==> src/hdl/fixed_slot_free_list_allocator_assert.svh <==
// Assertion macros shared by the free list allocator RTL.
// Include with the bare file name; the macros are empty in synthesis.
`ifndef FIXED_SLOT_FREE_LIST_ALLOCATOR_ASSERT_SVH
`define FIXED_SLOT_FREE_LIST_ALLOCATOR_ASSERT_SVH
`ifndef SYNTHESIS
// same-cycle implication
`define FSL_ASSERT_IMPL(lbl, clk, rst_n, ante, cons) \
  lbl: assert property (@(posedge clk) disable iff (!rst_n) (ante) |-> (cons)) \
    else $error("fsl: assertion failed");
// next-cycle implication
`define FSL_ASSERT_NEXT(lbl, clk, rst_n, ante, cons) \
  lbl: assert property (@(posedge clk) disable iff (!rst_n) (ante) |=> (cons)) \
    else $error("fsl: assertion failed");
`else
`define FSL_ASSERT_IMPL(lbl, clk, rst_n, ante, cons)
`define FSL_ASSERT_NEXT(lbl, clk, rst_n, ante, cons)
`endif
`endif

==> src/hdl/fsl_pkg.sv <==
// Shared types, codes and widths of the free list slot allocator.
// No dependencies; imported by the front, queue, back and top modules of the block.
package fsl_pkg;

  // default build sizes
  localparam int unsigned MAX_SLOTS_DEF  = 1024;
  localparam int unsigned MAX_STRIDE_DEF = 1024;

  // field widths
  localparam int unsigned OP_W       = 2;
  localparam int unsigned OFF_W      = 20;
  localparam int unsigned STATUS_W   = 2;
  localparam int unsigned GSLOT_W    = 10;
  localparam int unsigned CNT_W      = 11;
  localparam int unsigned STRIDE_W   = 11;
  localparam int unsigned CFG_IDX_W  = 1;
  localparam int unsigned CFG_DATA_W = 11;

  // serial divider: one quotient bit per step
  localparam int unsigned DIV_STEPS = OFF_W;
  localparam int unsigned STEP_W    = $clog2(DIV_STEPS + 1);
  localparam int unsigned REM_W     = STRIDE_W + 1;

  // request queue between front and back
  localparam int unsigned QUEUE_DEPTH = 2;
  localparam int unsigned QPTR_W      = $clog2(QUEUE_DEPTH);
  localparam int unsigned QCNT_W      = $clog2(QUEUE_DEPTH + 1);

  // operation codes
  localparam logic [OP_W-1:0] OP_INIT  = 2'd0;
  localparam logic [OP_W-1:0] OP_ALLOC = 2'd1;
  localparam logic [OP_W-1:0] OP_FREE  = 2'd2;
  localparam logic [OP_W-1:0] OP_NOP   = 2'd3;

  // status codes
  localparam logic [STATUS_W-1:0] ST_OK         = 2'd0;
  localparam logic [STATUS_W-1:0] ST_EMPTY      = 2'd1;
  localparam logic [STATUS_W-1:0] ST_BAD_OFFSET = 2'd2;
  localparam logic [STATUS_W-1:0] ST_BAD_CFG    = 2'd3;

  // register indexes
  localparam logic [CFG_IDX_W-1:0] REG_SLOT_COUNT  = 1'b0;
  localparam logic [CFG_IDX_W-1:0] REG_SLOT_STRIDE = 1'b1;

  // request class decided by the front
  typedef enum logic [2:0] {
    CLS_NOP,
    CLS_INIT,
    CLS_ALLOC,
    CLS_FREE,
    CLS_BAD_CFG
  } cls_t;

  typedef struct packed {
    cls_t             cls;
    logic [OFF_W-1:0] offset;
  } q_entry_t;

  typedef struct packed {
    logic [STRIDE_W-1:0] stride;
    logic [CNT_W-1:0]    count;
  } cfg_t;

endpackage

==> src/hdl/fsl_queue.sv <==
// Short request queue between the front and the back of the allocator.
// Depends on fsl_pkg and the assertion macro header.
`include "fixed_slot_free_list_allocator_assert.svh"
module fsl_queue
  import fsl_pkg::*;
(
  input  logic     clk,
  input  logic     rst_n,
  input  logic     push_valid,
  output logic     push_ready,
  input  q_entry_t push_entry,
  output logic     pop_valid,
  input  logic     pop_take,
  output q_entry_t pop_entry
);

  q_entry_t          slot_r [QUEUE_DEPTH];
  logic [QPTR_W-1:0] wr_ptr_r, wr_ptr_nxt;
  logic [QPTR_W-1:0] rd_ptr_r, rd_ptr_nxt;
  logic [QCNT_W-1:0] count_r, count_nxt;
  logic              push_fire, pop_fire;

  assign push_ready = (count_r != QCNT_W'(QUEUE_DEPTH));
  assign pop_valid  = (count_r != '0);
  assign pop_entry  = slot_r[rd_ptr_r];
  assign push_fire  = push_valid && push_ready;
  assign pop_fire   = pop_take && pop_valid;

  // pointer and fill updates
  always_comb begin
    wr_ptr_nxt = push_fire ? wr_ptr_r + 1'b1 : wr_ptr_r;
    rd_ptr_nxt = pop_fire ? rd_ptr_r + 1'b1 : rd_ptr_r;
    count_nxt  = count_r;
    if (push_fire && !pop_fire) begin
      count_nxt = count_r + 1'b1;
    end else if (pop_fire && !push_fire) begin
      count_nxt = count_r - 1'b1;
    end
  end

  always_ff @(posedge clk) begin
    if (!rst_n) begin
      wr_ptr_r <= '0;
      rd_ptr_r <= '0;
      count_r  <= '0;
    end else begin
      wr_ptr_r <= wr_ptr_nxt;
      rd_ptr_r <= rd_ptr_nxt;
      count_r  <= count_nxt;
    end
  end

  // entry storage, no reset
  always_ff @(posedge clk) begin
    if (push_fire) begin
      slot_r[wr_ptr_r] <= push_entry;
    end
  end

  `FSL_ASSERT_NEXT(a_q_fill, clk, rst_n, push_fire && !pop_fire, count_r == $past(count_r) + 1'b1)

endmodule

==> config.mk <==
export PLATFORM = sky130hd
export DESIGN_NAME = fsl_queue
export DESIGN_NICKNAME = d
export VERILOG_FILES = /design/src/hdl/fsl_pkg.sv /design/src/hdl/fsl_queue.sv
export VERILOG_INCLUDE_DIRS = /design/src /design/src/hdl
export SDC_FILE = /design/constraint.sdc
export NUM_CORES = 1
export LEC_CHECK = 0
export BUFFER_PORTS_ARGS = -buffer_cell sky130_fd_sc_hd__buf_4
export CORE_ASPECT_RATIO = 1.75
export CORE_UTILIZATION = 46
export CTS_BUF_LIST = sky130_fd_sc_hd__clkbuf_8 sky130_fd_sc_hd__clkbuf_16
export CTS_CLUSTER_DIAMETER = 30
export DETAILED_ROUTE_END_ITERATION = 12
export GPL_TIMING_DRIVEN = 0
export PLACE_DENSITY = 0.72
export SLEW_MARGIN = 15
export SYNTH_ARGS = -nofsm -noshare
export SYNTH_HDL_FRONTEND = slang
export SYNTH_SLANG_ARGS = --single-unit
==> constraint.sdc <==
create_clock -name clk -period 2.2 [get_ports clk]
set_input_delay 0.22 -clock clk [delete_from_list [all_inputs] [get_ports clk]]
set_output_delay 0.22 -clock clk [all_outputs]
set_load 0.005 [all_outputs]
### Yosys cells after proc, flatten, opt, wreduce, memory -nomap -nowiden

Memories as Yosys holds them, arrays and structs flattened. A register that Yosys moved wholly into a read port is not among the register bits.
Index checks and enable logic that the tools add are counted.
W data, S select, Z words.

| storage, ports and cells | value |
|---|---|
| bits in registers | 4 |
| memory bits (writable) | 46 |
| input bits | 27 |
| memories | 1 |

Memories:

| name | words | bits a word | rd ports | clocked after memory_dff | wr ports | RTL line | RTL |
|---|---|---|---|---|---|---|---|
| slot_r | 2 | 23 | 1 | 1 | 1 | fsl_queue.sv:17 | `q_entry_t slot_r [QUEUE_DEPTH];` |

| operators by class | value |
|---|---|
| $add $sub $neg | 4 |
| equal/unequal tests | 1 |
| mux-type cells | 6 |
| reductions and logical operators | 8 |

Operators with widths:

| operator | count |
|---|---|
| $logic_and A1 B1 Y1 | 4 |
| $mux W1 | 4 |
| $mux W2 | 2 |
| $reduce_bool A2 Y1 | 2 |
| $add A1 B1 Y1 const B | 2 |
| $add A2 B1 Y2 const B | 1 |
| $logic_not A1 Y1 | 2 |
| $ne A2 B2 Y1 const B | 1 |
| $sub A2 B1 Y2 const B | 1 |

### Logic depth before layout (Yosys ltp)

Gate-level depths: netlist of the first run.

| logic depth | value |
|---|---|
| depth in word-level cells | 6 |
| depth in mapped cells | 6 |
| depth with buffers taken out | 6 |

### Least setup slack after synthesis of the first run

OpenSTA, ideal clock, no wires.

| path | value |
|---|---|
| kind | reg-to-reg |
| from | register count_r[0] |
| to | memory slot_r[1][0] in the netlist's numbering (enable) |
| setup time | 0.382 ns |
| arrival | 1.192 ns |
| data required time | 1.818 ns |
| slack | 0.626 ns |
| cell stages (with the launch flop) | 3 |
| path buffers | 0 |
| path through | dfxtp_1 -> nand2b_4 -> and3_1 |

| on the way | value |
|---|---|
| word-level cells in the longest chain between the ends | 4 |

Ends and longest elaborated chain:

| item | RTL line | RTL |
|---|---|---|
| from (decl) | fsl_queue.sv:20 | `logic [QCNT_W-1:0] count_r, count_nxt;` |
| from (signal assigned) | fsl_queue.sv:49 | `count_r <= count_nxt;` |
| $ne A2 B2 Y1 | fsl_queue.sv:23 | `assign push_ready = (count_r != QCNT_W'(QUEUE_DEPTH));` |
| via push_ready | fsl_queue.sv:10 | `output logic push_ready,` |
| $logic_and A1 B1 Y1 | fsl_queue.sv:26 | `assign push_fire = push_valid && push_ready;` |
| $mux W1 | fsl_queue.sv:55 | `if (push_fire) begin` |
| $mux W1 (implied by the code) | fsl_queue.sv:56 | `slot_r[wr_ptr_r] <= push_entry;` |
| to (decl) | fsl_queue.sv:17 |  |

The timed path passes the listed nets, and every way through them passes these cells.

### Final worst setup path of the first run

| path | value |
|---|---|
| from | register count_r[0] |
| to | memory slot_r[1][17] in the netlist's numbering (enable) |

| on the way | value |
|---|---|
| word-level cells in the longest chain between the ends | 4 |

Ends and longest elaborated chain:

| item | RTL line |
|---|---|
| $ne A2 B2 Y1 | fsl_queue.sv:23 |
| $logic_and A1 B1 Y1 | fsl_queue.sv:26 |
| $mux W1 | fsl_queue.sv:55 |
| $mux W1 (implied by the code) | fsl_queue.sv:56 |

Every way passes these cells.

==> impl_metrics.csv, run 1 <==
group,metric,value,unit
clock_tree,clock_sinks,51,
floorplan,dieArea,4390,µm²
critical_path,slowest_delay,0.89,ns
synthesis,synthTopCellsByArea,"edfxtp_1, mux2_2, dfxtp_1",
floorplan,fp.dieH,86.9,µm
power_and_ir_drop,power.density,1070,nW/µm²
power_and_ir_drop,p_switching,0.000634,W
clock_tree,cts_hold_buf,0,
cells_and_area,synthToLayoutAreaGrowth,29.1,%
cells_and_area,num_antenna_cells,0,
timing,hold_violations,0,
placement,hpwl,2220,µm
synthesis,yosysTopAreaCell,"edfxtp_1",
critical_path,cp.required,2.11,ns
flow_run,cap_violations,0,
placement,dp_cells,194,
global_routing,grt-ovfl-total,0,
cells_and_area,final_nets,181,
detailed_routing,drt-initial-drc-count,16,
power_and_ir_drop,p_clk_share,23.7,%
synthesis,syn_area,1890,µm²
power_and_ir_drop,ir_drop,0.729,mV
status,outcome,"complete, no violations",
clock_tree,clkLatencyLatePin,0.30,ns
global_routing,track_usage,15.4,%
cells_and_area,fillers,312,
synthesis,synth_cell_type_count,19,
timing,slew_violations,0,
critical_path,crit_path_cell_trace,"nand2b_4 > and3_1",
floorplan,initial_core_util,48.5,%
synthesis,synth_nets,123,
detailed_routing,firstDrtPassIters,4,
global_routing,antenna_found_initial,0,
power_and_ir_drop,p_leak,0.929,nW
synthesis,synth_cells,95,
clock_tree,htree_levels,2,
timing,max_freq,529,MHz
clock_tree,cts_tree,"yes",
detailed_routing,wl,3110,µm
detailed_routing,drc_errors,0,
timing,fin_skew,0.00780,ns
floorplan,core,3900,µm²
power_and_ir_drop,p_int,0.00198,W
power_and_ir_drop,seqPwrFrac,48.9,%
timing,grt_setup_unrepaired,"false",
power_and_ir_drop,p_comb_share,27.5,%
critical_path,critPathBufInv,0,
detailed_routing,wl_per_cell,15.4,µm
timing,finalSetupViolCount,0,
global_routing,grt_pass1_wl,4730,µm
floorplan,ios,52,
detailed_routing,vias,997,
clock_tree,postCtsResizedCells,0,
critical_path,end_kind,"register",
power_and_ir_drop,sw_frac_of_total,24.2,%
synthesis,ys_ff_latch,51,
synthesis,syn_avg_cell_area,19.9,µm²
placement,portBuffers,51,
global_routing,grt_pass1_vias,1036,
detailed_routing,vias_per_cell,4.94,
critical_path,critPathTopFamily,"simple AND/OR/NAND/NOR gates",
timing,timing.final.crit_share,86.0,%
critical_path,worstPathMaxFanout,23,
clock_tree,clk_path_buf_depth,2,
critical_path,crit_type,"register to register",
hold_path,worst_hold_path_type,"primary input to register",
synthesis,yosysTopAreaCellShare,73.0,%
critical_path,cp_data_arrival_time,1.81,ns
clock_tree,cts_made_buffers,5,
cells_and_area,final_layout_size_suffix_gt1_share,55.8,%
timing,worst_pin_slew,1.09,ns
placement,routabilityCongestion,0.666,
global_routing,grt_max_degree,24,
critical_path,crit_slowest_cell,"and3_1",
floorplan,die_w,50.5,µm
detailed_routing,drtAntennaViolNets,0,
clock_tree,postCtsSetupBuffers,0,
synthesis,synth-seq-area-share,78.3,%
floorplan,row_count,30,
timing,fin_crit,1.89,ns
clock_tree,cts_root_buf,"clkbuf_8",
synthesis,yosysWarnings,0,
timing,worst_slack,0.309,ns
placement,dpl_worst_slack,0.323,ns
timing,setup-tns-final,0,ns
timing,slew_headroom,27.0,%
critical_path,start_kind,"register",
clock_tree,cts.clk_slew.worst_paths,0.09,ns
cells_and_area,fin_cells,202,
logic make-up (layout without fill, tap and decap cells):
kind of cell	count (synthesis)	after routing	share of synthesized area (%)
xor+xnor	3	3	1.39
compound gates	5	5	1.85
simple gates	9	9	3.44
fa+ha+maj	1	1	0.661
flops	51	51	78.3
buf+inv	3	62	0.727
mux	23	23	13.7
flip-flops by register name (all words and copies together) (netlist names), named ones only:
name	cells
wr_ptr_r	1
rd_ptr_r	1
count_r	2
slot_r	46
routing by layer:
layer	track usage, %	routed length, µm	vias to the layer above
li1	-	-	476
met1	14.5	1070	484
met2	29.5	1830	32
met3	4.19	138	5
met4	7.58	68	0
met5	0	0	-
metrics by stage:
stage	power, W	utilization (%)	cell area [µm²]	hold slack [ns]
finish	0.00261	62.6	2440	0.103
global route	0.00274	62.6	2440	0.0852
global placement	0.00200	59.8	2340	0.405
CTS	0.00265	62.6	2440	0.0916
detailed placement	0.00203	59.8	2340	0.408
floorplan	0.00168	-	1890	0.319
power by group through the flow:
stage / logic, W / registers, W / clock network, W
after floorplan: 0.000400 / 0.00128 / 0
after global placement: 0.000706 / 0.00129 / 0
after detailed placement: 0.000730 / 0.00130 / 0
after CTS: 0.000735 / 0.00128 / 0.000632
after global routing: 0.000775 / 0.00129 / 0.000673
final: 0.000718 / 0.00128 / 0.000619
layout make-up:
type	instances	area (µm²)	share of cell area, %
Multi-Input combinational cell	41	398	16.3
Inverter	1	3.75	0.154
Buffer	2	10.0	0.410
Tap cell	48	60.1	2.46
Clock inverter	3	38.8	1.59
Timing Repair Buffer	51	383	15.7
Clock buffer	5	68.8	2.82
Sequential cell	51	1480	60.6
path summary, 6_finish.rpt:
path | start | endpoint | slack (ns) | cells after the start
max reg2reg | count_r[0] | slot_r[1][17] | 0.31 | 2
min reg2reg | count_r[1] | count_r[1] | 0.59 | 2
max | count_r[0] | slot_r[1][17] | 0.31 | 2
min | push_entry[9] | slot_r[1][9] | 0.10 | 1
cells in the final DEF (no fill, tap or decap):
cell / synthesis / final
a21bo_2: 1 / 1
a21boi_0: 1 / 1
a21boi_1: 1 / 1
and2_1: 4 / 4
and3_1: 1 / 1
buf_2: 2 / 2
buf_4: 0 / 51
bufinv_16: 0 / 1
clkbuf_8: 0 / 5
clkinv_1: 0 / 1
clkinv_2: 0 / 1
dfxtp_1: 5 / 5
edfxtp_1: 46 / 46
ha_1: 1 / 1
inv_1: 1 / 1
mux2_2: 23 / 23
nand2b_4: 1 / 1
nand3b_1: 1 / 1
o21ai_0: 1 / 1
o21ai_1: 1 / 1
or2_2: 1 / 1
or3_1: 1 / 1
xnor2_1: 2 / 2
xor2_1: 1 / 1
synthesized netlist by cell type (all sizes together):
cell    count
ha          1
o21ai       2
and2        4
and3        1
nand2b      1
inv         1
xor2        1
or3         1
mux2       23
a21bo       1
a21boi      2
or2         1
buf         2
dfxtp       5
xnor2       2
edfxtp     46
nand3b      1
(Power assumes the default switching activity.)
==> run 2, diff against run 1 <==
Settings changed: ABC_AREA from default to 0, CORE_MARGIN from default to 2.
==> run 2 against run 1 <==
Sequential cell count did not move. Count of clock-buffer cells in the layout rose by 1. Critical path type unchanged. Register-to-register slack better by 0.03 ns. Largest cell class unchanged. Clock skew up 0.0018 ns.
==> impl_metrics.csv, run 2 (synthesis results as in run 1) <==
group,metric,value,unit
timing,worst_pin_slew,1.06,ns
power_and_ir_drop,p_leak,0.926,nW
cells_and_area,final_layout_size_suffix_gt1_share,55.8,%
hold_path,hold_depth,1,
detailed_routing,drt-initial-drc-count,22,
global_routing,grt_max_degree,24,
hold_path,hp-start,"push_entry[14]",
critical_path,end_kind,"register",
critical_path,worstPathMaxFanout,23,
timing,timing.final.crit_share,84.8,%
timing,slew_violations,0,
clock_tree,clock_sinks,51,
critical_path,crit_slowest_cell,"and3_1",
clock_tree,clk_path_buf_depth,2,
floorplan,die_w,52.5,µm
clock_tree,cts_tree,"yes",
cells_and_area,fin_area,2430,µm²
clock_tree,cts_root_buf,"clkbuf_8",
power_and_ir_drop,power.density,1040,nW/µm²
clock_tree,postCtsResizedCells,0,
power_and_ir_drop,seqPwrFrac,50.8,%
clock_tree,cts_made_buffers,5,
cells_and_area,final_nets,181,
floorplan,row_count,30,
critical_path,regToRegEndpoint,"slot_r[1][18]",
critical_path,cp_data_arrival_time,1.78,ns
power_and_ir_drop,p_switching,0.000621,W
detailed_routing,vias_per_cell,4.98,
clock_tree,cts.clk_slew.worst_paths,0.09,ns
status,outcome,"complete, no violations",
critical_path,rr_worst_depth,2,
critical_path,reg2reg_slack,0.33,ns
detailed_routing,drtAntennaViolNets,0,
global_routing,grt-ovfl-total,0,
cells_and_area,reg_top3,"slot_r: 46 flops, count_r: 2 flops",
global_routing,track_usage,14.3,%
timing,grt_setup_unrepaired,"false",
critical_path,cp.required,2.11,ns
power_and_ir_drop,p_comb_share,28.5,%
flow_run,cap_violations,0,
global_routing,grt_pass1_wl,4660,µm
critical_path,reg2reg_from,"count_r[0]",
timing,fin_crit,1.87,ns
clock_tree,cts_hold_buf,0,
global_routing,antenna_found_initial,0,
cells_and_area,synthToLayoutAreaGrowth,28.2,%
clock_tree,htree_levels,2,
critical_path,slowest_delay,0.87,ns
detailed_routing,firstDrtPassIters,3,
timing,fin_skew,0.00961,ns
hold_path,worst_hold_path_type,"primary input to register",
timing,finalSetupViolCount,0,
placement,placedInstanceArea,2340,µm²
floorplan,fp.dieH,88.9,µm
timing,slew_headroom,29.4,%
cells_and_area,num_antenna_cells,0,
critical_path,start_kind,"register",
floorplan,ios,52,
hold_path,hold_end,"slot_r[1][14]",
floorplan,initial_core_util,48.5,%
power_and_ir_drop,sw_frac_of_total,24.7,%
floorplan,core,3900,µm²
critical_path,crit_path_cell_trace,"nand2b_4 > and3_1",
power_and_ir_drop,p_int,0.00190,W
cells_and_area,largest_register_ffs,46,
detailed_routing,wl,3090,µm
detailed_routing,vias,1005,
placement,routabilityCongestion,0.643,
clock_tree,postCtsSetupBuffers,0,
cells_and_area,top_register,"slot_r",
timing,setup-tns-final,0,ns
detailed_routing,drc_errors,0,
cells_and_area,final_common_cell,"buf_4",
placement,portBuffers,51,
placement,hpwl,2270,µm
detailed_routing,wl_per_cell,15.3,µm
power_and_ir_drop,ir_drop,0.744,mV
clock_tree,clkLatencyLatePin,0.30,ns
timing,max_freq,536,MHz
timing,hold_violations,0,
critical_path,crit_type,"register to register",
power_and_ir_drop,p_clk_share,20.8,%
cells_and_area,mostFrequentLayoutCells,"buf_4, edfxtp_1, mux2_2, clkbuf_8, dfxtp_1",
floorplan,dieArea,4660,µm²
global_routing,grt_pass1_vias,1059,
-- run 2: cell type report --
class / instances / area [µm²]
Tap cell: 48 / 60.1
Fill cell: 308 / 1480
Multi-Input combinational cell: 41 / 398
Buffer: 2 / 10.0
Inverter: 1 / 3.75
Sequential cell: 51 / 1480
Clock buffer: 6 / 82.6
Clock inverter: 2 / 8.76
Timing Repair Buffer: 51 / 383
-- run 2: power by group through the flow --
| stage | clock network [W] | logic (W) | registers [W] |
|---|---|---|---|
| 2_1_floorplan | 0 | 0.000400 | 0.00128 |
| 3_3_place_gp | 0 | 0.000711 | 0.00129 |
| 3_5_place_dp | 0 | 0.000730 | 0.00130 |
| 4_1_cts | 0.000537 | 0.000734 | 0.00128 |
| 5_1_grt | 0.000573 | 0.000783 | 0.00129 |
| 6_report | 0.000522 | 0.000717 | 0.00128 |
-- run 2: worst max path at each step --
stage / from / endpoint / slack [ns] / cells past startpoint
after detailed placement: count_r[0] / slot_r[1][1] / 0.30 / 2
final: count_r[0] / slot_r[1][18] / 0.33 / 2
after CTS: count_r[0] / slot_r[1][18] / 0.29 / 2
after global placement: count_r[0] / slot_r[1][8] / 0.33 / 2
after global routing: count_r[0] / slot_r[1][18] / 0.20 / 2
after floorplan: count_r[0] / slot_r[1][0] / 0.63 / 2
-- run 2: layer usage --
layer	track usage (%)	vias up	wire length [µm]
met1	13.2	485	1100
met3	4.56	7	163
li1	-	479	-
met4	5.59	0	48
met5	0	-	0
met2	27.5	34	1780
-- run 2: per-stage QoR --
stage                     hold slack, ns  instances  utilization, %  total power (W)  setup slack (ns)
after detailed placement           0.409        194            59.8          0.00203             0.301
after global placement             0.406        194            59.8          0.00200             0.335
after CTS                         0.0923        202            62.2          0.00255             0.291
final                              0.101        202            62.2          0.00252             0.335
after floorplan                    0.319         95               -          0.00168             0.626
after global routing              0.0827        202            62.2          0.00265             0.204
-- run 2: worst max-delay path, delay by kind of cell (launching register included) --
kind          cells  cell delay, ns
simple gates      2            1.05
flops             1            0.43
==> run 3, diff against run 2 <==
Settings changed: PLACE_DENSITY 0.72 to 0.74.
Clock period 2.2 ns to 1.55 ns, I/O delays scaled along.
==> run 3 against run 2 <==
Count of clock-buffer cells in the layout shrank 1. Maximum frequency grew 21%. Utilization up 1.1 points. Critical endpoint is now count_r[1]. Critical path type unchanged. Clock power rose by 30%. Sequential share of layout area decreased by 0.80 points. Largest cell class unchanged.
==> impl_metrics.csv, run 3 (synthesis results as in run 1) <==
group,metric,value,unit
cells_and_area,num_antenna_cells,0,
critical_path,start_kind,"register",
power_and_ir_drop,p_clk_share,18.7,%
floorplan,initial_core_util,48.5,%
clock_tree,clkLatencyLatePin,0.29,ns
global_routing,grt-ovfl-total,0,
flow_run,cap_violations,0,
detailed_routing,drtAntennaViolNets,0,
power_and_ir_drop,sw_frac_of_total,25.3,%
critical_path,critPathBufInv,0,
placement,portBuffers,51,
critical_path,cp_data_arrival_time,1.76,ns
timing,max_freq,647,MHz
power_and_ir_drop,power.total,0.00362,W
floorplan,die_w,52.5,µm
critical_path,crit_slowest_cell,"dfxtp_4",
timing,hold_violations,0,
critical_path,end_kind,"register",
floorplan,core,3900,µm²
detailed_routing,vias_per_cell,4.96,
floorplan,dieArea,4660,µm²
cells_and_area,final_layout_size_suffix_gt1_share,60.3,%
global_routing,grt_max_degree,24,
clock_tree,clk_path_buf_depth,2,
hold_path,worst_hold_path_type,"primary input to register",
timing,grt_setup_unrepaired,"true",
timing,finalSetupViolCount,0,
timing,slew_headroom,62.4,%
cells_and_area,mostFrequentLayoutCells,"buf_4, edfxtp_1, mux2_2, clkbuf_8, and2_1",
power_and_ir_drop,ir_drop,1.13,mV
cells_and_area,final_common_cell,"buf_4",
detailed_routing,wl_per_cell,15.9,µm
clock_tree,cts.clk_slew.worst_paths,0.08,ns
timing,timing.final.crit_share,99.7,%
global_routing,grt_pass1_wl,4910,µm
critical_path,slowest_delay,0.37,ns
clock_tree,cts_tree,"yes",
critical_path,critPathTopFamily,"simple AND/OR/NAND/NOR gates",
power_and_ir_drop,p_comb_share,30.9,%
hold_path,hp-start,"push_entry[14]",
power_and_ir_drop,p_int,0.00271,W
detailed_routing,drt-initial-drc-count,18,
cells_and_area,top_register,"slot_r",
timing,fin_skew,0.00389,ns
cells_and_area,seq_area,1490,µm²
clock_tree,clock_sinks,51,
clock_tree,cts_hold_buf,0,
cells_and_area,fillers,312,
power_and_ir_drop,seqPwrFrac,50.4,%
clock_tree,cts_made_buffers,5,
power_and_ir_drop,p_switching,0.000917,W
cells_and_area,largest_register_ffs,46,
clock_tree,cts_root_buf,"clkbuf_8",
critical_path,crit_type,"register to register",
detailed_routing,wl_met3,208,µm
floorplan,row_count,30,
floorplan,ios,52,
detailed_routing,wl_met1,1140,µm
timing,worst_slack,0.00531,ns
placement,dpl_worst_slack,-0.245,ns
critical_path,worstPathMaxFanout,5,
floorplan,fp.dieH,88.9,µm
cells_and_area,reg_top3,"slot_r: 46 flops, count_r: 2 flops",
detailed_routing,wl_met2,1850,µm
placement,hpwl,2200,µm
placement,routabilityCongestion,0.627,
critical_path,worstSetupStartpoint,"count_r[0]",
timing,fin_crit,1.54,ns
power_and_ir_drop,p_leak,0.921,nW
cells_and_area,final_nets,183,
timing,worst_pin_slew,0.564,ns
critical_path,crit_path_cell_trace,"nand2b_4 > and2_4 > ha_4 > xor2_2 > or3_1 > a21boi_1",
detailed_routing,wl,3230,µm
timing,hold_ws,0.0438,ns
cells_and_area,synthToLayoutAreaGrowth,30.5,%
power_and_ir_drop,power.density,1470,nW/µm²
global_routing,grt_pass1_vias,1083,
critical_path,cp.required,1.77,ns
timing,setup-tns-final,0,ns
clock_tree,htree_levels,2,
detailed_routing,top_layer,"met4",
cells_and_area,multi_input_area,422,µm²
global_routing,antenna_found_initial,0,
status,outcome,"complete, no violations",
detailed_routing,vias,1011,
detailed_routing,drc_errors,0,
timing,slew_violations,0,
detailed_routing,firstDrtPassIters,4,
critical_path,reg2reg_from,"count_r[0]",
global_routing,track_usage,15.3,%
==> run 3: changes by cell type in the layout (fill, tap and decap cells not counted), sizes merged <==
cell	change
clkinvlp	+2
inv	-1
clkinv	+1
clkbuf	-1
buf	+1
==> run 3: power by group through the flow <==
stage	registers [W]	clock network, W	logic, W
CTS	0.00182	0.000717	0.00109
global placement	0.00183	0	0.00100
global route	0.00185	0.000768	0.00122
floorplan	0.00182	0	0.000569
finish	0.00183	0.000677	0.00112
detailed placement	0.00185	0	0.00104
==> run 3: worst paths after layout <==
| kind | to | slack (ns) | depth (start not counted) |
|---|---|---|---|
| setup reg to reg | count_r[1] | 0.005 | 6 |
| hold reg to reg | count_r[1] | 0.54 | 2 |
| hold / removal | slot_r[0][14] | 0.04 | 1 |
| setup / recovery | count_r[1] | 0.005 | 6 |
==> run 3: metal layers <==
| metal | up-vias | global-route usage [%] |
|---|---|---|
| met5 | - | 0 |
| met4 | 0 | 6.99 |
| met3 | 4 | 6.08 |
| met2 | 36 | 27.6 |
| met1 | 490 | 14.8 |
| li1 | 481 | - |
==> run 3: final cells by class <==
class,instances,share of cell area [%]
Timing Repair inverter,1,0.304
Multi-Input combinational cell,41,17.1
Sequential cell,51,60.2
Tap cell,48,2.43
Inverter,1,0.304
Timing Repair Buffer,52,15.8
Buffer,2,0.608
Clock buffer,5,2.79
Clock inverter,3,0.456
==> run 3: metrics by stage <==
stage / area, µm² / cells / util, %
CTS: 2450 / 203 / 62.8
global placement: 2340 / 194 / 59.9
global route: 2470 / 204 / 63.3
detailed placement: 2340 / 194 / 59.9
floorplan: 1890 / 95 / -
finish: 2470 / 204 / 63.3
==> run 3: timing repair <==
| action | in CTS | in global routing |
|---|---|---|
| gates cloned | 1 | 0 |
| endpoints found under the setup margin | 44 | 21 |
| resized for setup | 8 | 3 |
| pin swaps | 2 | 1 |
| setup buffers | 0 | 1 |
